===== config.mk =====
export PLATFORM = sky130hd
export DESIGN_NAME = first_fit_heap_allocator
export DESIGN_NICKNAME = d
export VERILOG_FILES = /design/src/rtl/ffha_pkg.sv /design/src/rtl/ffha_map_ram.sv /design/src/rtl/ffha_span_unit.sv /design/src/rtl/first_fit_heap_allocator.sv
export VERILOG_INCLUDE_DIRS = /design/src /design/src/rtl
export SDC_FILE = /design/constraint.sdc
export NUM_CORES = 2
export LEC_CHECK = 0
export CAP_MARGIN = 30
export CORE_ASPECT_RATIO = 2
export CORE_UTILIZATION = 35
export DETAILED_ROUTE_END_ITERATION = 7
export DONT_BUFFER_PORTS = 1
export SETUP_SLACK_MARGIN = 0.15
export SYNTH_ARGS = -nofsm -noshare
export SYNTH_HDL_FRONTEND = slang
export SYNTH_HIERARCHICAL = 1
export SYNTH_SLANG_ARGS = --single-unit

===== constraint.sdc =====
create_clock -name clk_i -period 35.6 [get_ports clk_i]
set_clock_uncertainty 0.1 [all_clocks]
set_input_delay 5.34 -clock clk_i [delete_from_list [all_inputs] [get_ports clk_i]]
set_output_delay 5.34 -clock clk_i [all_outputs]
set_load 0.02 [all_outputs]

===== src/rtl/assert_macros.svh =====
// assertion macros shared by the allocator rtl
// no dependencies; included by files that carry concurrent checks
`ifndef ASSERT_MACROS_SVH
`define ASSERT_MACROS_SVH

// property that must hold at every clock edge outside reset
`define FFHA_ASSERT(lbl, clk, rst_n, prop, msg) \
  lbl: assert property (@(posedge clk) disable iff (!rst_n) (prop)) else $error(msg);

// condition in one cycle implies a consequence in the next cycle
`define FFHA_ASSERT_NEXT(lbl, clk, rst_n, ante, cons, msg) \
  lbl: assert property (@(posedge clk) disable iff (!rst_n) (ante) |=> (cons)) else $error(msg);

`endif


===== src/rtl/ffha_pkg.sv =====
// shared types, constants and codes for the first-fit heap allocator
// no dependencies
`default_nettype none

package ffha_pkg;

  localparam int unsigned ARENA_BYTES   = 4096;
  localparam int unsigned HEADER_BYTES  = 12;
  localparam int unsigned GRANULE_BYTES = 4;
  localparam int unsigned ALIGN_BYTES   = 4;
  localparam int unsigned MAP_DEPTH     = (ARENA_BYTES + GRANULE_BYTES - 1) / GRANULE_BYTES;
  localparam int unsigned GRAN_SHIFT    = $clog2(GRANULE_BYTES);

  // granule index, and scan index that also reaches the arena end
  localparam int unsigned GW  = $clog2(MAP_DEPTH);
  localparam int unsigned IW  = GW + 1;
  // byte offsets, request and rounded size widths
  localparam int unsigned AW  = 13;
  localparam int unsigned RW  = 16;
  localparam int unsigned SZW = RW + 1;
  localparam int unsigned NW  = SZW + 1;

  typedef logic [1:0] map_t;
  localparam map_t MAP_NONE     = 2'b00;
  localparam map_t MAP_START    = 2'b01;
  localparam map_t MAP_USED_BLK = 2'b11;

  typedef enum logic {
    CMD_ALLOC = 1'b0,
    CMD_FREE  = 1'b1
  } cmd_e;

  typedef struct packed {
    cmd_e            command;
    logic [RW-1:0]   request_bytes;
    logic [AW-1:0]   block_address;
  } cmd_t;

  typedef struct packed {
    logic            granted;
    logic [AW-1:0]   payload_address;
    logic [31:0]     used_blocks;
    logic [31:0]     used_bytes;
  } res_t;

  // span evaluation of one block
  typedef struct packed {
    logic            fit;
    logic            split;
    logic [AW-1:0]   span;
    logic [GW-1:0]   cut_gran;
  } span_t;

  typedef enum logic [3:0] {
    ST_CLEAR,
    ST_IDLE,
    ST_A_SCAN,
    ST_A_WCUT,
    ST_A_WHDR,
    ST_F_CHK,
    ST_F_FWD,
    ST_F_NXTW,
    ST_F_BWD,
    ST_F_WHDR
  } state_e;

endpackage

`default_nettype wire


===== src/rtl/ffha_map_ram.sv =====
// single write port, single registered read port ram for the granule map
// no dependencies
`default_nettype none

module ffha_map_ram #(
  parameter int unsigned Depth = 1024,
  parameter int unsigned Width = 2
) (
  input  wire logic                     clk_i,
  input  wire logic                     we_i,
  input  wire logic [$clog2(Depth)-1:0] waddr_i,
  input  wire logic [Width-1:0]         wdata_i,
  input  wire logic                     re_i,
  input  wire logic [$clog2(Depth)-1:0] raddr_i,
  output logic      [Width-1:0]         rdata_o
);

  logic [Width-1:0] mem_q [Depth];

  always_ff @(posedge clk_i) begin
    if (we_i) begin
      mem_q[waddr_i] <= wdata_i;
    end
  end

  always_ff @(posedge clk_i) begin
    if (re_i) begin
      rdata_o <= mem_q[raddr_i];
    end
  end

endmodule

`default_nettype wire


===== src/rtl/ffha_span_unit.sv =====
// shared span unit: block size in bytes, fit and split tests, split point
// depends on ffha_pkg
`default_nettype none

module ffha_span_unit import ffha_pkg::*; (
  input  wire logic [GW-1:0]  lo_gran_i,
  input  wire logic [IW-1:0]  hi_idx_i,
  input  wire logic [SZW-1:0] size_i,
  output span_t               res_o
);

  logic [AW-1:0] lo_bytes;
  logic [AW-1:0] hi_bytes;
  logic [AW-1:0] span;
  logic [NW-1:0] cut_bytes;

  always_comb begin
    lo_bytes  = AW'(lo_gran_i) << GRAN_SHIFT;
    hi_bytes  = (hi_idx_i == IW'(MAP_DEPTH)) ? AW'(ARENA_BYTES)
                                             : (AW'(hi_idx_i) << GRAN_SHIFT);
    span      = hi_bytes - lo_bytes;
    cut_bytes = NW'(lo_bytes) + NW'(HEADER_BYTES) + NW'(size_i);

    res_o.span     = span;
    res_o.fit      = NW'(span) >= (NW'(size_i) + NW'(HEADER_BYTES));
    res_o.split    = (NW'(span) > (NW'(size_i) + NW'(2 * HEADER_BYTES)))
                     && ((cut_bytes % GRANULE_BYTES) == '0);
    res_o.cut_gran = GW'(cut_bytes / GRANULE_BYTES);
  end

endmodule

`default_nettype wire


===== src/rtl/first_fit_heap_allocator.sv =====
// first-fit heap allocator over a 4096-byte arena, top level; uses ffha_pkg,
// ffha_map_ram, ffha_span_unit. after reset a clearing pass writes the whole map, busy high.
// allocate: scans the map one granule per cycle through the map read port.
// free: a forward walk to the successor and a backward walk to the predecessor cover
// the map once; a free with a bad address is answered straight from idle. the result
// strobe follows the last cycle of a transaction and cannot be stalled; one at a time.
`default_nettype none

`include "assert_macros.svh"

module first_fit_heap_allocator import ffha_pkg::*; (
  input  wire logic clk_i,
  input  wire logic rst_ni,
  input  wire logic start,
  output logic      busy,
  input  wire cmd_t cmd_i,
  output logic      done_o,
  output res_t      res_o
);

  // sequencer state
  state_e         state_q, state_d;
  // scan read pipeline: next index to read and the read now returning
  logic [IW-1:0]  iss_idx_q, iss_idx_d;
  logic           pend_q, pend_d;
  logic [IW-1:0]  pend_idx_q, pend_idx_d;
  // allocate walk
  logic [GW-1:0]  cur_start_q, cur_start_d;
  logic           cur_used_q, cur_used_d;
  logic           have_blk_q, have_blk_d;
  logic [SZW-1:0] size_q, size_d;
  logic           split_q, split_d;
  logic [GW-1:0]  cut_q, cut_d;
  // free walk
  logic [GW-1:0]  g_q, g_d;
  logic [AW-1:0]  span_q, span_d;
  logic [GW-1:0]  nxt_q, nxt_d;
  logic           nxt_free_q, nxt_free_d;
  logic           prev_free_q, prev_free_d;
  // clearing pass
  logic [GW-1:0]  clr_idx_q, clr_idx_d;
  // counters and result
  logic [31:0]    blk_cnt_q, blk_cnt_d;
  logic [31:0]    byte_cnt_q, byte_cnt_d;
  logic           done_q, done_d;
  res_t           res_q, res_d;

  // map ram
  logic           ram_we;
  logic [GW-1:0]  ram_waddr;
  map_t           ram_wdata;
  logic           ram_re;
  logic [GW-1:0]  ram_raddr;
  map_t           ram_rdata;

  // span unit
  logic [GW-1:0]  su_lo;
  span_t          su_res;

  // decoded scan data; the arena end acts as one more block start
  logic           at_end;
  logic           d_start;
  logic           d_used;

  // free address checks
  logic [AW-1:0]  fr_start;
  logic [IW-1:0]  fr_gran;
  logic           fr_bad;

  // allocate size rounding
  logic [SZW-1:0] req_up;

  // finish of a transaction
  logic           fin;
  logic           fin_granted;
  logic [AW-1:0]  fin_payload;

  ffha_map_ram #(
    .Depth(MAP_DEPTH),
    .Width(2)
  ) u_map_ram (
    .clk_i  (clk_i),
    .we_i   (ram_we),
    .waddr_i(ram_waddr),
    .wdata_i(ram_wdata),
    .re_i   (ram_re),
    .raddr_i(ram_raddr),
    .rdata_o(ram_rdata)
  );

  ffha_span_unit u_span (
    .lo_gran_i(su_lo),
    .hi_idx_i (pend_idx_q),
    .size_i   (size_q),
    .res_o    (su_res)
  );

  assign busy   = (state_q != ST_IDLE);
  assign done_o = done_q;
  assign res_o  = res_q;

  assign at_end  = (pend_idx_q == IW'(MAP_DEPTH));
  assign d_start = at_end | ram_rdata[0];
  assign d_used  = !at_end & ram_rdata[1];

  // free walk measures from the freed header, allocate from the current block
  assign su_lo = (state_q == ST_F_FWD) ? g_q : cur_start_q;

  assign fr_start = cmd_i.block_address - AW'(HEADER_BYTES);
  assign fr_gran  = IW'(fr_start / GRANULE_BYTES);
  assign fr_bad   = (cmd_i.block_address < AW'(HEADER_BYTES))
                    || (cmd_i.block_address > AW'(ARENA_BYTES))
                    || ((fr_start % GRANULE_BYTES) != '0)
                    || (fr_gran >= IW'(MAP_DEPTH));

  assign req_up = (SZW'(cmd_i.request_bytes) + SZW'(ALIGN_BYTES - 1))
                  & ~SZW'(ALIGN_BYTES - 1);

  always_ff @(posedge clk_i or negedge rst_ni) begin
    if (!rst_ni) begin
      state_q    <= ST_CLEAR;
      clr_idx_q  <= '0;
      pend_q     <= 1'b0;
      blk_cnt_q  <= '0;
      byte_cnt_q <= 32'(HEADER_BYTES);
      done_q     <= 1'b0;
    end else begin
      state_q    <= state_d;
      clr_idx_q  <= clr_idx_d;
      pend_q     <= pend_d;
      blk_cnt_q  <= blk_cnt_d;
      byte_cnt_q <= byte_cnt_d;
      done_q     <= done_d;
    end
  end

  always_ff @(posedge clk_i) begin
    iss_idx_q   <= iss_idx_d;
    pend_idx_q  <= pend_idx_d;
    cur_start_q <= cur_start_d;
    cur_used_q  <= cur_used_d;
    have_blk_q  <= have_blk_d;
    size_q      <= size_d;
    split_q     <= split_d;
    cut_q       <= cut_d;
    g_q         <= g_d;
    span_q      <= span_d;
    nxt_q       <= nxt_d;
    nxt_free_q  <= nxt_free_d;
    prev_free_q <= prev_free_d;
    res_q       <= res_d;
  end

  always_comb begin
    state_d     = state_q;
    iss_idx_d   = iss_idx_q;
    pend_d      = 1'b0;
    pend_idx_d  = iss_idx_q;
    cur_start_d = cur_start_q;
    cur_used_d  = cur_used_q;
    have_blk_d  = have_blk_q;
    size_d      = size_q;
    split_d     = split_q;
    cut_d       = cut_q;
    g_d         = g_q;
    span_d      = span_q;
    nxt_d       = nxt_q;
    nxt_free_d  = nxt_free_q;
    prev_free_d = prev_free_q;
    clr_idx_d   = clr_idx_q;
    blk_cnt_d   = blk_cnt_q;
    byte_cnt_d  = byte_cnt_q;
    done_d      = 1'b0;
    res_d       = res_q;

    ram_we      = 1'b0;
    ram_waddr   = clr_idx_q;
    ram_wdata   = MAP_NONE;
    ram_re      = 1'b0;
    ram_raddr   = iss_idx_q[GW-1:0];

    fin         = 1'b0;
    fin_granted = 1'b0;
    fin_payload = '0;

    // forward scan reads one granule a cycle up to the arena end
    if ((state_q inside {ST_A_SCAN, ST_F_CHK, ST_F_FWD})
        && (iss_idx_q <= IW'(MAP_DEPTH))) begin
      ram_re     = (iss_idx_q != IW'(MAP_DEPTH));
      pend_d     = 1'b1;
      pend_idx_d = iss_idx_q;
      iss_idx_d  = iss_idx_q + IW'(1);
    end

    case (state_q)
      ST_CLEAR: begin
        ram_we    = 1'b1;
        ram_waddr = clr_idx_q;
        ram_wdata = (clr_idx_q == '0) ? MAP_START : MAP_NONE;
        clr_idx_d = clr_idx_q + GW'(1);
        if (clr_idx_q == GW'(MAP_DEPTH - 1)) begin
          state_d = ST_IDLE;
        end
      end

      ST_IDLE: begin
        if (start) begin
          if (cmd_i.command == CMD_ALLOC) begin
            size_d     = req_up;
            iss_idx_d  = '0;
            have_blk_d = 1'b0;
            state_d    = ST_A_SCAN;
          end else if (fr_bad) begin
            // bad free address: counters stay, result right away
            fin = 1'b1;
          end else begin
            g_d        = fr_gran[GW-1:0];
            ram_re     = 1'b1;
            ram_raddr  = fr_gran[GW-1:0];
            pend_d     = 1'b1;
            pend_idx_d = fr_gran;
            iss_idx_d  = fr_gran + IW'(1);
            state_d    = ST_F_CHK;
          end
        end
      end

      ST_A_SCAN: begin
        if (pend_q && d_start) begin
          if (have_blk_q && !cur_used_q && su_res.fit) begin
            split_d = su_res.split;
            cut_d   = su_res.cut_gran;
            state_d = ST_A_WCUT;
          end else if (at_end) begin
            // no free block fits
            fin     = 1'b1;
            state_d = ST_IDLE;
          end else begin
            cur_start_d = pend_idx_q[GW-1:0];
            cur_used_d  = d_used;
            have_blk_d  = 1'b1;
          end
        end
      end

      ST_A_WCUT: begin
        if (split_q) begin
          ram_we    = 1'b1;
          ram_waddr = cut_q;
          ram_wdata = MAP_START;
        end
        state_d = ST_A_WHDR;
      end

      ST_A_WHDR: begin
        ram_we      = 1'b1;
        ram_waddr   = cur_start_q;
        ram_wdata   = MAP_USED_BLK;
        blk_cnt_d   = blk_cnt_q + 32'd1;
        byte_cnt_d  = byte_cnt_q + 32'(size_q)
                      + (split_q ? 32'(HEADER_BYTES) : 32'd0);
        fin         = 1'b1;
        fin_granted = 1'b1;
        fin_payload = (AW'(cur_start_q) << GRAN_SHIFT) + AW'(HEADER_BYTES);
        state_d     = ST_IDLE;
      end

      ST_F_CHK: begin
        // header must be the start of a used block
        if (ram_rdata != MAP_USED_BLK) begin
          fin     = 1'b1;
          state_d = ST_IDLE;
        end else begin
          state_d = ST_F_FWD;
        end
      end

      ST_F_FWD: begin
        if (pend_q && d_start) begin
          span_d     = su_res.span;
          nxt_d      = pend_idx_q[GW-1:0];
          nxt_free_d = !at_end && !ram_rdata[1];
          iss_idx_d  = IW'(g_q) - IW'(1);
          state_d    = ST_F_NXTW;
        end
      end

      ST_F_NXTW: begin
        // merge a free successor by dropping its start mark
        if (nxt_free_q) begin
          ram_we    = 1'b1;
          ram_waddr = nxt_q;
          ram_wdata = MAP_NONE;
        end
        if (g_q == '0) begin
          prev_free_d = 1'b0;
          state_d     = ST_F_WHDR;
        end else begin
          ram_re     = 1'b1;
          pend_d     = 1'b1;
          pend_idx_d = iss_idx_q;
          iss_idx_d  = iss_idx_q - IW'(1);
          state_d    = ST_F_BWD;
        end
      end

      ST_F_BWD: begin
        // walk back one granule a cycle to the predecessor start
        ram_re     = 1'b1;
        pend_d     = 1'b1;
        pend_idx_d = iss_idx_q;
        iss_idx_d  = iss_idx_q - IW'(1);
        if (pend_q) begin
          if (ram_rdata[0]) begin
            prev_free_d = !ram_rdata[1];
            state_d     = ST_F_WHDR;
          end else if (pend_idx_q == '0) begin
            prev_free_d = 1'b0;
            state_d     = ST_F_WHDR;
          end
        end
      end

      ST_F_WHDR: begin
        ram_we     = 1'b1;
        ram_waddr  = g_q;
        ram_wdata  = prev_free_q ? MAP_NONE : MAP_START;
        blk_cnt_d  = blk_cnt_q - 32'd1;
        byte_cnt_d = byte_cnt_q - 32'(span_q);
        fin        = 1'b1;
        state_d    = ST_IDLE;
      end

      default: begin
        state_d = ST_IDLE;
      end
    endcase

    // result transaction, counters taken after this command's update
    if (fin) begin
      done_d                = 1'b1;
      res_d.granted         = fin_granted;
      res_d.payload_address = fin_payload;
      res_d.used_blocks     = blk_cnt_d;
      res_d.used_bytes      = byte_cnt_d;
    end
  end

  // an accepted transaction either keeps the block busy or reports at once
  `FFHA_ASSERT_NEXT(a_accept_progress, clk_i, rst_ni, start && !busy, busy || done_o, "accepted transaction neither busy nor done")
  // a granted result follows the header write of an allocation
  `FFHA_ASSERT_NEXT(a_alloc_reports, clk_i, rst_ni, state_q == ST_A_WHDR, done_o && res_o.granted, "allocation finish without granted result")
  // a free that rewrites its header reports a result without a grant
  `FFHA_ASSERT_NEXT(a_free_reports, clk_i, rst_ni, state_q == ST_F_WHDR, done_o && !res_o.granted, "free finish without result")
  // a granted payload always sits past its header
  `FFHA_ASSERT(a_payload_past_hdr, clk_i, rst_ni, !(done_o && res_o.granted) || (res_o.payload_address >= AW'(HEADER_BYTES)), "granted payload inside header")

endmodule

`default_nettype wire


==> results_dict.tcl <==
set metrics [dict create \
    syn_area_um2 99770 \
    fin_nets 6504 \
    drc 0 \
    worstSetupPathType "input pin to register" \
    finalSetupViolations 0 \
    num_vias 57810 \
    ir_worst_vdd_v 0.00004414 \
    totalWireLength_um 296200 \
    die-area_um2 287300 \
    gp_congestion 0.8627 \
    die_h_um 757.1 \
    place_area_um2 104600 \
    internal_power_w 0.004048 \
    timing.critical_path.fanout_max 98 \
    initial_core_util_pct 35.28 \
    pwr-share-comb_pct 0.1 \
    hold_class "register to register" \
    final.fill_count 25770 \
    grt_start_max_net_pins 250 \
    hold_viol 0 \
    ctsResizeCount 0 \
    max_cap_violations 0 \
    cts_root_buf "clkbuf_16" \
    yosys_warnings 6 \
    report.final.slew_viol_count 0 \
    drive_above_1_share_pct 15.71 \
    cts_inserted_buffers 190 \
    post_cts_buffers 0 \
    synth.avg_cell_area_um2 15.58 \
    clock_path_buffers 4 \
    clk_pin_slew_ns 0.07 \
    clkLatencyLatePin_ns 0.89 \
    h-tree-depth 4 \
    synth_seq_cells 2301 \
    io_buffers 0 \
    grtUsageTotal_pct 20.28 \
    async_reset_ff_share_pct 3.477 \
    finalSetupTns_ns 0 \
    relSlewSlack_pct 14.69 \
    synth_cells 6405 \
    utilization_pct 39.20 \
    max_clock_freq_mhz 78.38 \
    coreArea_um2 282800 \
    p_per_area_nw_per_um2 45.46 \
    avgRoutedWirePerCell_um 28.90 \
    antenna_left 0 \
    period_share_pct 35.84 \
    fp.dieW_um 379.5 \
    pre_cts_ws_ns 21.65 \
    synth_edf_count 2199 \
    cts_tree "built" \
    grt_setup_unrepaired "false" \
    grt_overflow 0 \
    pwr-share-seq_pct 57.9 \
    yosysSeqAreaShare_pct 68.63 \
    status "finished, final reports clean" \
    timing.final.ws_setup_ns 22.84 \
    clock_sinks 2301 \
    leakagePower_nw 31.04 \
    critPathCaptureType "register" \
    switching_share_pct 19.68 \
    antenna_found_initial 3 \
    max_slew.worst_pin.slew_ns 1.280 \
    cp-start-kind "input pin" \
    final_cell_area_um2 110900 \
    std_cell_rows 276 \
    dp_hpwl_um 182900 \
    vias_per_cell 5.642 \
    area_growth_pct 11.12 \
    period_minus_slack_ns 12.76 \
    drt_iter0_markers 5379 \
    worstPathArrival_ns 13.26 \
    detailedRoute.firstPassIterationCount 8 \
    grt_first_pass_wirelength_um 421600 \
    synth-main-ff-cell "edfxtp_1" \
    io_pins 113 \
    power_w 0.005040 \
    synth_cell_types 96 \
    clkPwrFrac_pct 42.0 \
    critPathRequiredTime_ns 36.10 \
    grt_pass1_vias 60510 \
    power.switching_w 0.0009918 \
    hold_buffers 0 \
]
final cells by class:
type	instances	area [um^2]	area share, %
clock inverter	120	1099	0.9909
antenna	13	32.53	0.02934
timing repair buffer	184	2090	1.885
sequential	2301	68480	61.77
inverter	103	397.9	0.3589
multi-input combinational	3549	29130	26.28
tap	3753	4696	4.235
clock buffer	223	4941	4.457
power by group through the flow:
| stage | registers [W] | logic [W] | clock network (W) |
|---|---|---|---|
| after floorplan | 0.00298 | 0.00000499 | 0 |
| after global placement | 0.00298 | 0.00000652 | 0 |
| after detailed placement | 0.00298 | 0.00000625 | 0 |
| after CTS | 0.00292 | 0.00000641 | 0.00215 |
| after global routing | 0.00292 | 0.00000711 | 0.00223 |
| final | 0.00292 | 0.00000650 | 0.00212 |
worst paths after layout:
| kind | slack, ns | end | cells past startpoint | startpoint |
|---|---|---|---|---|
| max | 22.84 | u_map_ram/rdata_o[0] | 18 | cmd_i[4] |
| min | 0.38 | byte_cnt_q[31] | 1 | byte_cnt_q[31] |
| max reg2reg | 27.41 | u_map_ram/rdata_o[0] | 17 | state_q[1] |
| min reg2reg | 0.38 | byte_cnt_q[31] | 1 | byte_cnt_q[31] |
| max in group asynchronous | 31.09 | byte_cnt_q[15] | 0 | rst_ni |
| min in group asynchronous | 4.04 | clr_idx_q[9] | 0 | rst_ni |
Yosys cell counts, types with 89 or more instances:
library cell  instances  area [um^2]
edfxtp_1           2199        66030
nor2_1             1186         4452
mux4_2              449        10110
clkbuf_1            282         1059
nand2_1             221        829.6
mux2i_1             218         2182
a21oi_1             157        785.8
o21ai_0             137        685.7
ha_1                135         1689
inv_1                99        371.6
xnor2_1              95        832.1
o221ai_1             89        779.5
worst max-delay path, stage by stage:
cell and delay (ns):
or3_1 0.43, nor3_2 0.25, a31oi_1 0.13, nor3_1 0.60, nand4_1 0.40, o21ai_4 0.26, buf_4 0.55, buf_4 0.29
buf_16 0.30, buf_12 0.55, buf_4 0.84, buf_12 0.65, mux4_2 0.61, mux4_2 0.51, o21ai_0 0.77, nor4_1 0.15
o22ai_1 0.22, nand4_1 0.10
through the flow:
step,std cells,hold slack [ns]
2_1_floorplan,6411,0.3403
3_3_place_gp,9845,0.3662
3_5_place_dp,9882,0.3638
4_1_cts,10230,0.3794
5_1_grt,10240,0.3924
6_report,10250,0.3835
layer usage:
metal  wire [um]  track usage [%]  up-vias
met3       15400            2.078      789
li1            -                -    24560
met4       25600            15.43        0
met2      161100            38.36     2292
met1       94030            20.21    30170
met5           0                0        -
cell usage in the layout, fill, tap and decap left out, drive strengths merged, types with 84 or more instances in the layout:
cell type | Yosys | final
inv | 101 | 110
xnor2 | 95 | 95
o21ai | 143 | 143
clkinv | 2 | 87
o221ai | 90 | 90
a21oi | 157 | 157
edfxtp | 2199 | 2199
mux2i | 218 | 218
mux4 | 449 | 449
clkbuf | 282 | 223
nor2 | 1187 | 1187
buf | 176 | 184
ha | 135 | 135
nand2 | 221 | 221
nor3 | 84 | 84
kinds of logic after synthesis:
kind of cell,share of synthesized area [%]
AND/OR/NAND/NOR,7.743
buffers and inverters,2.720
multiplexers,12.63
other,0.007527
adder cells (fa/ha/maj),1.833
flip-flops,68.63
AO/OA/AOI/OAI,5.012
XOR/XNOR,1.422
state kept, by name (all words and copies together) (netlist names), 2 cells and up:
signal             cells
size_q                15
state_q                4
pend_idx_q            11
blk_cnt_q             32
byte_cnt_q            32
clr_idx_q             10
nxt_q                 10
span_q                13
g_q                   10
res_o                 76
u_map_ram/rdata_o      2
iss_idx_q             11
cut_q                 10
cur_start_q           10
u_map_ram/mem_q     2048
Power figures use the tool's default switching activity.
